`src/rtl/rdcl_pkg.sv`:
```
// Shared constants for the radio duty cycle limiter and its checker.
`default_nettype none
package rdcl_pkg;

	// Field widths of the stream and configuration payloads
	localparam int REQ_TYPE_W   = 2;
	localparam int AIRTIME_W    = 16;
	localparam int CFG_TIME_W   = 22;
	localparam int DUTY_W       = 16;
	localparam int AIR_SUM_W    = 32;
	localparam int CFG_INDEX_W  = 2;
	localparam int S_TDATA_W    = 16;
	localparam int M_TDATA_W    = 40;
	localparam int M_TUSER_W    = 1;

	// Default width of the millisecond counters
	localparam int TIME_BITS_DEF = 22;

	// Request kinds carried on s_tuser
	localparam logic [REQ_TYPE_W-1:0] REQ_TICK = 2'd0;
	localparam logic [REQ_TYPE_W-1:0] REQ_SEND = 2'd1;
	localparam logic [REQ_TYPE_W-1:0] REQ_DONE = 2'd2;

	// Configuration register indexes
	localparam logic [CFG_INDEX_W-1:0] CFG_ENABLED      = 2'd0;
	localparam logic [CFG_INDEX_W-1:0] CFG_MIN_INTERVAL = 2'd1;
	localparam logic [CFG_INDEX_W-1:0] CFG_WINDOW       = 2'd2;

	// Register reset values
	localparam logic [CFG_TIME_W-1:0] MIN_INTERVAL_RST = 22'd36000;
	localparam logic [CFG_TIME_W-1:0] WINDOW_RST       = 22'd3600000;

	// Duty scale: hundredths of a percent
	localparam int                    SCALE_W    = 14;
	localparam logic [SCALE_W-1:0]    DUTY_SCALE = 14'd10000;
	localparam int                    PROD_W     = AIR_SUM_W + SCALE_W;

endpackage
`default_nettype wire

```
`src/rtl/radio_duty_cycle_limiter.sv`:
```
// Transmit pacing and airtime accounting with a bit-serial duty computation.
// Each item runs through a 14-step shift-add scaling multiply and a 16-step restoring
//   divider; the divider is skipped when the duty saturates or the window is empty.
// One item at a time: input is taken only between items, and a held result stalls
//   the sequencer and with it input and config.
// Reset (arst_n low, asynchronous): enabled 0, gap 36000 ms, window 3600000 ms, counters 0.
`default_nettype none
module radio_duty_cycle_limiter #(
	parameter int TIME_BITS = rdcl_pkg::TIME_BITS_DEF
) (
	input  wire logic                               clk,
	input  wire logic                               arst_n,
	// input stream
	input  wire logic                               s_tvalid,
	output logic                                    s_tready,
	input  wire logic [rdcl_pkg::S_TDATA_W-1:0]     s_tdata,   // [15:0] airtime_ms
	input  wire logic [rdcl_pkg::REQ_TYPE_W-1:0]    s_tuser,   // [1:0] req_type
	// result stream
	output logic                                    m_tvalid,
	input  wire logic                               m_tready,
	output logic [rdcl_pkg::M_TDATA_W-1:0]          m_tdata,   // [21:0] wait_ms,
	                                                           // [37:22] duty_hundredths,
	                                                           // [39:38] zero
	output logic [rdcl_pkg::M_TUSER_W-1:0]          m_tuser,   // [0] granted
	// configuration writes
	input  wire logic                               cfg_valid,
	output logic                                    cfg_ready,
	input  wire logic [rdcl_pkg::CFG_INDEX_W-1:0]   cfg_index,
	input  wire logic [rdcl_pkg::CFG_TIME_W-1:0]    cfg_data
);
	import rdcl_pkg::*;

	// Compare width wide enough for both the counters and the 22-bit registers
	localparam int CMP_W = (TIME_BITS > CFG_TIME_W) ? TIME_BITS : CFG_TIME_W;
	localparam int HI_W  = PROD_W - DUTY_W;

	// Sequencer states
	localparam logic [2:0] S_IDLE = 3'd0;
	localparam logic [2:0] S_PREP = 3'd1;
	localparam logic [2:0] S_MUL  = 3'd2;
	localparam logic [2:0] S_CHK  = 3'd3;
	localparam logic [2:0] S_DIV  = 3'd4;
	localparam logic [2:0] S_DONE = 3'd5;

	logic [2:0] state_q;

	// Configuration registers
	logic                  enabled_q;
	logic [CFG_TIME_W-1:0] min_interval_q;
	logic [CFG_TIME_W-1:0] window_ms_q;

	// Pacing and accounting state
	logic [TIME_BITS-1:0]  since_send_q;
	logic                  has_sent_q;
	logic [TIME_BITS-1:0]  window_elapsed_q;
	logic [AIR_SUM_W-1:0]  window_airtime_q;

	// Per-item work registers
	logic                  grant_q;
	logic [CFG_TIME_W-1:0] wait_q;
	logic [CFG_TIME_W-1:0] w_q;         // min(window_elapsed, window_ms)
	logic [AIR_SUM_W-1:0]  air_q;       // multiplicand for the scaling multiply
	logic [PROD_W-1:0]     prod_q;      // airtime * 10000, built one scale bit a cycle
	logic [3:0]            mul_idx_q;   // scale bit being folded in, MSB first
	logic [CFG_TIME_W-1:0] rem_q;       // partial remainder, below w_q throughout the division
	logic [DUTY_W-1:0]     num_lo_q;    // numerator bits still to shift in
	logic [DUTY_W-1:0]     quo_q;       // quotient bits, LSB shifted in
	logic [3:0]            div_cnt_q;

	// Output register
	logic                  m_tvalid_q;
	logic                  granted_q;
	logic [CFG_TIME_W-1:0] wait_out_q;
	logic [DUTY_W-1:0]     duty_out_q;

	// Combinational helpers
	logic [CMP_W-1:0]      since_x;
	logic [CMP_W-1:0]      elapsed_x;
	logic [CMP_W-1:0]      min_x;
	logic [CMP_W-1:0]      window_x;
	logic                  wait_zero;
	logic [CFG_TIME_W-1:0] wait_now;
	logic [CFG_TIME_W-1:0] w_now;
	logic                  win_over;
	logic [AIR_SUM_W:0]    air_sum;
	logic [AIR_SUM_W-1:0]  air_base;
	logic [PROD_W-1:0]     prod_next;
	logic [HI_W-1:0]       prod_hi;
	logic [CFG_TIME_W:0]   trial;
	logic [CFG_TIME_W:0]   trial_diff;
	logic                  trial_ge;
	logic                  in_xfer;
	logic                  out_free;

	assign since_x   = CMP_W'(since_send_q);
	assign elapsed_x = CMP_W'(window_elapsed_q);
	assign min_x     = CMP_W'(min_interval_q);
	assign window_x  = CMP_W'(window_ms_q);

	// Remaining wait: nothing to wait for before the first send or once the
	// interval has run out; otherwise the difference fits the register width.
	assign wait_zero = !has_sent_q || (since_x >= min_x);
	assign wait_now  = wait_zero ? '0 : CFG_TIME_W'(min_x - since_x);

	assign w_now    = (elapsed_x < window_x) ? CFG_TIME_W'(elapsed_x) : window_ms_q;
	assign win_over = (elapsed_x >= window_x);

	// Saturating airtime accumulation, from a cleared window when it ran out
	assign air_base = win_over ? '0 : window_airtime_q;
	assign air_sum  = {1'b0, air_base} + (AIR_SUM_W + 1)'(s_tdata);

	// One shift-add step of the scaling multiply
	assign prod_next = {prod_q[PROD_W-2:0], 1'b0} +
	                   (DUTY_SCALE[mul_idx_q] ? PROD_W'(air_q) : '0);
	assign prod_hi   = prod_q[PROD_W-1:DUTY_W];

	// One restoring division step
	assign trial      = {rem_q, num_lo_q[DUTY_W-1]};
	assign trial_diff = trial - {1'b0, w_q};
	assign trial_ge   = (trial >= {1'b0, w_q});

	assign in_xfer  = s_tvalid && s_tready;
	assign out_free = !m_tvalid_q || m_tready;

	// Accept input and configuration only between items; a configuration write
	// takes the cycle when both are offered at once
	assign s_tready  = (state_q == S_IDLE) && !cfg_valid;
	assign cfg_ready = (state_q == S_IDLE);
	assign m_tvalid  = m_tvalid_q;
	assign m_tuser   = granted_q;
	assign m_tdata   = {{(M_TDATA_W - CFG_TIME_W - DUTY_W){1'b0}}, duty_out_q, wait_out_q};

	// Configuration registers: written only while the block is idle
	always_ff @(posedge clk or negedge arst_n) begin
		if (!arst_n) begin
			enabled_q      <= 1'b0;
			min_interval_q <= MIN_INTERVAL_RST;
			window_ms_q    <= WINDOW_RST;
		end else if (cfg_valid && cfg_ready) begin
			unique case (cfg_index)
				CFG_ENABLED:      enabled_q      <= cfg_data[0];
				CFG_MIN_INTERVAL: min_interval_q <= cfg_data;
				CFG_WINDOW:       window_ms_q    <= cfg_data;
				default: ;  // writes beyond the register list are dropped
			endcase
		end
	end

	// Pacing and accounting state: applied at the input transfer itself
	always_ff @(posedge clk or negedge arst_n) begin
		if (!arst_n) begin
			since_send_q     <= '0;
			has_sent_q       <= 1'b0;
			window_elapsed_q <= '0;
			window_airtime_q <= '0;
		end else if (in_xfer) begin
			unique case (s_tuser)
				REQ_TICK: begin
					// Saturating millisecond counters
					if (since_send_q != '1)
						since_send_q <= since_send_q + 1'b1;
					if (window_elapsed_q != '1)
						window_elapsed_q <= window_elapsed_q + 1'b1;
				end
				REQ_DONE: begin
					if (win_over)
						window_elapsed_q <= '0;
					window_airtime_q <= air_sum[AIR_SUM_W] ? '1 : air_sum[AIR_SUM_W-1:0];
					since_send_q     <= '0;
					has_sent_q       <= 1'b1;
				end
				default: ;  // a send request or the unused kind leaves state alone
			endcase
		end
	end

	// Sequencer for the per-item result
	always_ff @(posedge clk or negedge arst_n) begin
		if (!arst_n) begin
			state_q <= S_IDLE;
		end else begin
			unique case (state_q)
				S_IDLE: if (in_xfer) state_q <= S_PREP;
				S_PREP: state_q <= S_MUL;
				S_MUL:  if (mul_idx_q == '0) state_q <= S_CHK;
				S_CHK: begin
					// An empty window or a quotient past 16 bits needs no division
					if (w_q == '0 || prod_hi >= HI_W'(w_q))
						state_q <= S_DONE;
					else
						state_q <= S_DIV;
				end
				S_DIV:  if (div_cnt_q == '0) state_q <= S_DONE;
				S_DONE: if (out_free) state_q <= S_IDLE;
				default: state_q <= S_IDLE;
			endcase
		end
	end

	// Result valid: raise when the output register loads, drop on its transfer
	always_ff @(posedge clk or negedge arst_n) begin
		if (!arst_n) begin
			m_tvalid_q <= 1'b0;
		end else if (state_q == S_DONE && out_free) begin
			m_tvalid_q <= 1'b1;
		end else if (m_tready) begin
			m_tvalid_q <= 1'b0;
		end
	end

	// Work datapath: payload registers, no reset needed
	always_ff @(posedge clk) begin
		unique case (state_q)
			S_IDLE: begin
				// A request sees unchanged state, so grant from the current wait
				if (in_xfer)
					grant_q <= (s_tuser == REQ_SEND) && enabled_q && wait_zero;
			end
			S_PREP: begin
				wait_q    <= wait_now;
				w_q       <= w_now;
				air_q     <= window_airtime_q;
				prod_q    <= '0;
				mul_idx_q <= 4'(SCALE_W - 1);
			end
			S_MUL: begin
				prod_q    <= prod_next;
				mul_idx_q <= mul_idx_q - 1'b1;
			end
			S_CHK: begin
				if (w_q == '0)
					quo_q <= '0;
				else if (prod_hi >= HI_W'(w_q))
					quo_q <= '1;
				rem_q     <= prod_q[DUTY_W +: CFG_TIME_W];
				num_lo_q  <= prod_q[DUTY_W-1:0];
				div_cnt_q <= 4'(DUTY_W - 1);
			end
			S_DIV: begin
				rem_q     <= trial_ge ? trial_diff[CFG_TIME_W-1:0] : trial[CFG_TIME_W-1:0];
				num_lo_q  <= {num_lo_q[DUTY_W-2:0], 1'b0};
				quo_q     <= {quo_q[DUTY_W-2:0], trial_ge};
				div_cnt_q <= div_cnt_q - 1'b1;
			end
			S_DONE: begin
				if (out_free) begin
					granted_q  <= grant_q;
					wait_out_q <= wait_q;
					duty_out_q <= quo_q;
				end
			end
			default: ;
		endcase
	end

endmodule
`default_nettype wire

```
`config.mk`:
```
export PLATFORM = sky130hd
export DESIGN_NAME = radio_duty_cycle_limiter
export DESIGN_NICKNAME = d
export VERILOG_FILES = /design/src/rtl/rdcl_pkg.sv /design/src/rtl/radio_duty_cycle_limiter.sv
export SDC_FILE = /design/constraint.sdc
export NUM_CORES = 1
export LEC_CHECK = 0
export BUFFER_PORTS_ARGS = -buffer_cell sky130_fd_sc_hd__buf_2
export CAP_MARGIN = 20
export CORE_MARGIN = 2
export CORE_UTILIZATION = 44
export DETAILED_ROUTE_END_ITERATION = 10
export PLACE_DENSITY = 0.69
export SLEW_MARGIN = 20
export SYNTH_ARGS = -nofsm -noshare
export SYNTH_HDL_FRONTEND = slang
export SYNTH_SLANG_ARGS = --single-unit
```
`constraint.sdc`:
```
create_clock -name clk -period 10.65 [get_ports clk]
set_input_delay 1.065 -clock clk [delete_from_list [all_inputs] [get_ports clk]]
set_output_delay 1.065 -clock clk [all_outputs]
set_load 0.01 [all_outputs]
```
==> metrics.md, run 1 <==
| Metric | Value |
|---|---|
| Non-Filler Instances | 2747 |
| Reg clk slew, reported paths | ~0.060 ns |
| Multi-input logic area | 10100 µm² |
| Setup TNS | 0 ns |
| First-pass GRT wire length | 80300 µm |
| Final WL | 50200 µm |
| Biggest register | prod_q |
| GR peak layer | met2 |
| Die Span Y | around 220 µm |
| Setup violators final | 0 |
| Seq. cell area | 9920 µm² |
| Largest net degree at the start of global routing | between 70 and 80 |
| #FFs+latches synth | roughly 350 |
| GRT Overall Usage | 0.202 |
| First-pass iteration count of the detailed router | 6 |
| Dominant synthesized flop cell | edfxtp_1 |
| Fin nets | 2301 |
| YS warnings | 0 |
| Post-CTS sizing | 0 |
| Outcome | finished clean |
| Most common cell after layout, fill and taps aside | nand2_1 |
| I/O Pins | just over 90 |
| Post-CTS Setup Inserts | 0 |
| Die X | 221 µm |
| Fmax | approximately 190 MHz |
| # diodes | 0 |
| Final clock skew | between 0.03 and 0.04 ns |
| Avg Cell Area, Syn | 10.2 µm² |
| Post-synth top area share | 0.324 |
| CTS max path bufs | 3 |
| Post-Synth Adder-Cell Area | 0.0876 |
| Sequential share of the synthesized area | 0.478 |
| GPL Wtd Cong | around 0.9 |
| Core Footprint | around 47000 µm² |
| Pint | around 0.0045 W |
| Max Cap Viol | 0 |
| Initial core utilization | 0.446 |
| Netlist cell types | between 90 and 100 |
| Die ar. | between 40000 and 50000 µm² |
| Crit path launch | window_ms_q[7] |
| GRT overflow | 0 |
| CTS tree | built |
| Starting DRT DRC Count | 1062 |
| Cts hold-fix bufs | 0 |
| CP Capture Type | flip-flop |
| Sw frac | 0.420 |
| Static leakage | around 9.4 nW |
| Clk root buf | clkbuf_16 |
| Post-synth EDFFs | roughly 220 |
| Kind of critical path | reg2reg |
| Fin crit period | between 5 and 6 ns |
| Via Count | 15800 |
| Mux cell area share after synthesis | 0.0377 |
| Met3 Use GR | 0.0292 |
| Flop pwr share | 0.336 |
| Vias in the first global route | 15000 |
| Beginning of the worst hold path | wait_q[13] |
| Max reg flops | 46 |
| TritonCTS Buffers | 38 |
| Residual DRC count | 0 |
| Slew Limit Fails | 0 |
| Largest area contributor in the netlist | edfxtp_1 |
| Design Power | 0.00771 W |
| Tightest Hold Check Type | reg2reg |
| Placed cells | roughly 2700 |
| Final instance area | about 23000 µm² |
| Synth-to-Final Area Change | 10.9% |
| Worst rel slew slack | 0.292 |
| Synth Cell Area | between 20000 and 25000 µm² |
| CP Data Required Time | around 11 ns |
| Commonest non-fill, non-tap cells in the layout | 245 x nand2_1, 224 x edfxtp_1, 144 x nor2_1, 139 x ha_1, 124 x o21ai_0 |
| Final Hold Viols | 0 |
| Worst R2R Start | window_ms_q[7] |
| PD cells | between 300 and 400 nW/µm² |
| GR Util met1 | 0.282 |
| Gate power share | 0.492 |
| Area fraction in compound gates after synthesis | 0.147 |
| Largest family of logic cells by synthesized area | simple AND/OR/NAND/NOR gates |
| Post-Synth Simple-Gate Area | 0.175 |
| Post-DP HPWL | between 30000 and 40000 µm |
| Vias per inst | just under 6 |
| Setup crit start kind | flip-flop |
| Post-Syn Instances | between 2000 and 2500 |
| Tcrit/Tclk final | 0.488 |
| Synth Area in XOR/XNOR | 0.0384 |
| Net Switching | approximately 0.0032 W |
| Largest cells by area after synthesis | edfxtp_1 32%, dfrtp_1 13%, ha_1 8.4% |
| Max FO, Critical Path | 19 |
| Row count | 79 |
| I/O Buffers | roughly 90 |
| Clock sink total | 351 |
| Post-synthesis async set-or-reset flop share | 0.359 |
| Regs by FF count | prod_q x46, air_q x32, window_airtime_q x32 |
| Final Util | 0.494 |
| H-tree Lvls | 2 |
| Worst-Margin Slew | ~1.1 ns |
| Layout cell share with drive strength beyond 1 | 0.126 |
| RSZ-0062 raised after global routing | no |
| Fill count | a little over 4000 |
| Clk network pwr share | 0.173 |
| Peak VDD IR | between 0.00015 and 0.0002 V |
| Clk_lat worst skew | ~0.58 ns |
| Met2 Resource Use GR | 0.327 |
| Post-route ant nets | 0 |
| CP Data Arrival Time | between 5 and 6 ns |
| Antenna violations before repair | 2 |
| Placement-stage cell area | about 22000 µm² |
| Drt wl/cell | approximately 18 µm |
-- final cells by class --
type | count | share of cell area
clock buffer | 46 | 0.0436
clock inverter | 23 | 0.0104
inverter | 106 | 0.0173
multi-input combinational | 1514 | 0.441
sequential | 351 | 0.431
tap | 607 | 0.0330
timing repair buffer | 100 | 0.0240
-- cells in the mapped netlist, drive strengths merged (24+ instances only) --
| cell type | number |
|---|---|
| and2 | 51 |
| ha | 139 |
| and3 | 43 |
| dfrtp | 110 |
| inv | 106 |
| edfxtp | 224 |
| nor3 | 44 |
| nand2b | 24 |
| a21oi | 122 |
| nor2 | 149 |
| clkbuf | 48 |
| xnor2 | 62 |
| nand3 | 61 |
| a21o | 45 |
| o21ai | 141 |
| buf | 25 |
| xor2 | 29 |
| nand2 | 248 |
| nor4 | 34 |
| mux2 | 49 |
-- cell families after synthesis --
kind of cell / count (synthesis)
other: 1
flip-flops: 351
XOR/XNOR: 91
adder cells (fa/ha/maj): 143
buffers and inverters: 179
AO/OA/AOI/OAI: 468
multiplexers: 72
AND/OR/NAND/NOR: 738
-- path summary, 6_finish.rpt --
path                                   endpoint  slack [ns]  cells past startpoint
hold reg to reg                  wait_out_q[13]        0.41                      0
min in group asynchronous       since_send_q[7]        0.55                      1
setup reg to reg           window_airtime_q[13]        5.45                     17
hold / removal                   wait_out_q[13]        0.41                      0
setup / recovery           window_airtime_q[13]        5.45                     17
max in group asynchronous   window_airtime_q[6]        8.63                      2
-- metal layers --
metal | vias up | routed length (µm)
li1 | 7590 | -
met1 | 7689 | 22600
met2 | 457 | 23300
met3 | 96 | 3000
met4 | 2 | 1290
met5 | - | 13
-- worst max-delay path, cell delays in order, from the launching register on --
cell	delay (ns)
dfstp_2	0.53
inv_1	0.05
ha_1	0.30
a21oi_1	0.18
o21ai_0	0.15
a221o_1	0.41
a21oi_4	0.44
and3_1	0.25
ha_1	0.20
fa_1	0.26
a211oi_2	0.11
nor2_4	0.15
o221ai_2	0.17
o311ai_4	0.42
nand3_4	0.21
nor4_4	0.79
nor2_1	0.27
a21oi_1	0.21
-- power by group through the flow --
stage / sequential, W / combinational [W] / clock (W)
floorplan: 0.00247 / 0.00292 / 0
global placement: 0.00259 / 0.00364 / 0
detailed placement: 0.00261 / 0.00374 / 0
CTS: 0.00259 / 0.00377 / 0.00136
global route: 0.00264 / 0.00424 / 0.00141
finish: 0.00259 / 0.00379 / 0.00133
-- stage by stage --
step / hold slack, ns / worst slack (ns)
after floorplan: 0.400 / 4.26
after global placement: 0.404 / 5.67
after detailed placement: 0.405 / 5.47
after CTS: 0.413 / 5.44
after global routing: 0.424 / 5.17
final: 0.415 / 5.45
No activity file was read; power rests on OpenSTA's default activity.
==> inputs of run 2 (changes only) <==
- ABC_AREA: default -> 1
- PLACE_DENSITY: 0.69 -> 0.71
- clock period: 10.65 -> 4.6 ns (I/O delays scaled with it)
==> metrics.md, run 2 <==
| Metric | Value |
|---|---|
| Tightest Hold Check Type | in2reg (was reg2reg) |
| Clk_lat worst skew | 0.57 ns (was 0.58 ns) |
| Avg Cell Area, Syn | 8.42 µm² (was 10.2 µm²) |
| Residual DRC count | 0 (unchanged) |
| Reg2Reg Capture Point | window_airtime_q[31] (was window_airtime_q[13]) |
| Final Util | 0.500 (was 0.494) |
| Antenna violations before repair | 0 (was 2) |
| GPL Wtd Cong | 0.930 (was 0.911) |
| H-tree Lvls | 2 (unchanged) |
| Largest area contributor in the netlist | edfxtp_1 (unchanged) |
| Worst R2R Start | window_ms_q[9] (was window_ms_q[7]) |
| Commonest non-fill, non-tap cells in the layout | 546 x nand2_1, 336 x inv_1, 276 x nor2_1, 224 x edfxtp_1, 199 x a21oi_1 (was 245 x nand2_1, 224 x edfxtp_1, 144 x nor2_1, 139 x ha_1, 124 x o21ai_0) |
| Die ar. | 49900 µm² (was 48900 µm²) |
| Pint | 0.0104 W (was 0.00448 W) |
| Max Cap Viol | 0 (unchanged) |
| Dominant synthesized flop cell | edfxtp_1 (unchanged) |
| Worst hold slack | 0.124 ns (was 0.415 ns) |
| Max FO, Critical Path | 13 (was 19) |
| First-pass iteration count of the detailed router | 6 (unchanged) |
| Net Switching | 0.00843 W (was 0.00324 W) |
| Beginning of the worst hold path | cfg_data[3] (was wait_q[13]) |
| Setup crit start kind | flip-flop (unchanged) |
| Clk root buf | clkbuf_16 (unchanged) |
| Via Count | 17700 (was 15800) |
| Vias per inst | 5.41 (was 5.76) |
| Worst path max stage delay | 0.53 ns (was 0.79 ns) |
| Layout cell share with drive strength beyond 1 | 0.0966 (was 0.126) |
| CTS max path bufs | 3 (unchanged) |
| Clock sink total | 351 (unchanged) |
| I/O Pins | 91 (unchanged) |
| Most common cell after layout, fill and taps aside | nand2_1 (unchanged) |
| CTS tree | built (unchanged) |
| Max reg flops | 46 (unchanged) |
| GRT overflow | 0 (unchanged) |
| R2R Setup Slk | 0.44 ns (was 5.45 ns) |
| Outcome | finished clean (unchanged) |
| CP Data Required Time | 5.09 ns (was 11.13 ns) |
| Post-synthesis async set-or-reset flop share | 0.359 (unchanged) |
| I/O Buffers | 88 (unchanged) |
| Sequential share of the synthesized area | 0.468 (was 0.478) |
| GRT Overall Usage | 0.224 (was 0.202) |
| Clk network pwr share | 0.178 (was 0.173) |
| Hold Path Cell Cnt | 3 (was 0) |
| Hold EP | window_ms_q[3] (was wait_out_q[13]) |
| Placed cells | 3188 (was 2677) |
| Drt wl/cell | 17.0 µm (was 18.3 µm) |
| Slew Limit Fails | 0 (unchanged) |
| Setup violators final | 0 (unchanged) |
| Post-synth top area share | 0.318 (was 0.324) |
| Final WL | 55500 µm (was 50200 µm) |
| Final clock skew | 0.0183 ns (was 0.0302 ns) |
| Setup WS pre-CTS | 0.382 ns (was 5.47 ns) |
| Post-DP HPWL | 41700 µm (was 36300 µm) |
| RSZ-0062 raised after global routing | yes (was no) |
| Design Power | 0.0188 W (was 0.00771 W) |
| Row count | 80 (was 79) |
| Post-Syn Instances | 2514 (was 2043) |
| PD cells | 789 nW/µm² (was 335 nW/µm²) |
| Post-CTS Setup Inserts | 0 (unchanged) |
| Non-Filler Instances | 3265 (was 2747) |
| #FFs+latches synth | 351 (unchanged) |
| Worst rel slew slack | 0.261 (was 0.292) |
| Gate power share | 0.499 (was 0.492) |
| Count leader, synth | nand2_1 (unchanged) |
| Largest cells by area after synthesis | edfxtp_1 32%, dfrtp_1 13%, nand2_1 9.7% (was edfxtp_1 32%, dfrtp_1 13%, ha_1 8.4%) |
| Fin nets | 2808 (was 2301) |
| TritonCTS Buffers | 41 (was 38) |
| Synth Cell Area | 21200 µm² (was 20800 µm²) |
| Static leakage | 10.5 nW (was 9.41 nW) |
| Worst-Margin Slew | 1.11 ns (was 1.06 ns) |
| # diodes | 0 (unchanged) |
| Peak VDD IR | 0.000457 V (was 0.000171 V) |
| Worst Reg-to-Reg Cells | 25 (was 17) |
| Fin crit period | 4.16 ns (was 5.20 ns) |
| Starting DRT DRC Count | 1460 (was 1062) |
| Tcrit/Tclk final | 0.904 (was 0.488) |
| Post-synth top cells | 546 x nand2_1, 337 x inv_1, 280 x nor2_1 (was 246 x nand2_1, 224 x edfxtp_1, 147 x nor2_1) |
| Final worst slack | 0.441 ns (was 5.45 ns) |
| YS warnings | 0 (unchanged) |
| Vias in the first global route | 17200 (was 15000) |
| Post-route ant nets | 0 (unchanged) |
| Biggest register | prod_q (unchanged) |
| Kind of critical path | reg2reg (unchanged) |
| First-pass GRT wire length | 90300 µm (was 80300 µm) |
| Synth-to-Final Area Change | 12.5% (was 10.9%) |
| Die X | 223 µm (was 221 µm) |
| Sw frac | 0.449 (was 0.420) |
| Crit path launch | window_ms_q[9] (was window_ms_q[7]) |
| CP most frequent cell | nand2_1 |
| Core Footprint | 47600 µm² (was 46600 µm²) |
| CP max-delay cell | dfstp_2 (was nor4_4) |
| Initial core utilization | 0.444 (was 0.446) |
| Die Span Y | 223 µm (was 221 µm) |
| Post-synth EDFFs | 224 (unchanged) |
| CP Capture Type | flip-flop (unchanged) |
| Flop pwr share | 0.323 (was 0.336) |
| Reg clk slew, reported paths | 0.06 ns (about the same) |
| CP Data Arrival Time | 4.65 ns (was 5.68 ns) |
| Netlist cell types | 57 (was 96) |
| Largest net degree at the start of global routing | 59 (was 77) |
| Final Hold Viols | 0 (unchanged) |
| Fmax | 240 MHz (was 192 MHz) |
| Regs by FF count | prod_q x46, air_q x32, window_airtime_q x32 (unchanged) |
==> run 2: worst max path at each step <==
stage / slack (ns) / to
6_report: 0.44 / window_airtime_q[31]
5_1_grt: -0.03 / window_airtime_q[29]
4_1_cts: 0.38 / window_airtime_q[25]
3_5_place_dp: 0.38 / window_airtime_q[25]
3_3_place_gp: 0.53 / window_airtime_q[29]
2_1_floorplan: 0.34 / window_airtime_q[10]
==> run 2: layout make-up <==
class	instances	area [µm²]
Inverter	342	1280
Timing Repair Buffer	111	638
Fill cell	4504	23800
Sequential cell	351	9920
Clock inverter	23	243
Tap cell	615	769
Multi-Input combinational cell	1771	9820
Clock buffer	52	1140
==> run 2: power groups by stage <==
stage | Clock [W] | Combinational [W] | Sequential, W
6_report | 0.00335 | 0.00937 | 0.00606
5_1_grt | 0.00352 | 0.0106 | 0.00620
4_1_cts | 0.00341 | 0.00928 | 0.00606
3_5_place_dp | 0 | 0.00920 | 0.00610
3_3_place_gp | 0 | 0.00901 | 0.00605
2_1_floorplan | 0 | 0.00691 | 0.00575
==> run 2: cell families after synthesis <==
family,Yosys count,share of synthesized area
AO/OA/AOI/OAI,498,0.130
XOR/XNOR,59,0.0244
adder cells (fa/ha/maj),143,0.0859
buffers and inverters,394,0.0710
flip-flops,351,0.468
multiplexers,21,0.0111
other,1,0.000177
AND/OR/NAND/NOR,1047,0.210
==> run 2: metrics by stage <==
stage,area [µm²],setup TNS [ns]
6_report,23800,0
5_1_grt,23800,-0.0462
4_1_cts,23800,0
3_5_place_dp,22400,0
3_3_place_gp,22400,0
2_1_floorplan,21200,0
==> run 2: critical path: cells and delay by family, from the launching register on <==
family          cells  cell delay (ns)
buf+inv             1             0.05
compound gates      2             0.44
simple gates       19             2.33
fa+ha+maj           3             0.70
flops               1             0.53
==> run 2: what timing repair did <==
| action | 4_1_cts | 5_1_grt |
|---|---|---|
| endpoints found under the hold margin | 44 | 0 |
| setup endpoints to repair | 0 | 7 |
| resized for setup | 0 | 1 |
| hold buffers | 1 | 0 |
==> run 2: metal layers <==
| metal | vias to the layer above | wire length [µm] | global-route usage | share of wire |
|---|---|---|---|---|
| met1 | 8372 | 25700 | 0.310 | 0.46 |
| met4 | 0 | 1380 | 0.0632 | 0.025 |
| li1 | 8691 | - | - | - |
| met2 | 497 | 25500 | 0.369 | 0.46 |
| met5 | - | 0 | 0 | 0 |
| met3 | 98 | 2940 | 0.0287 | 0.053 |
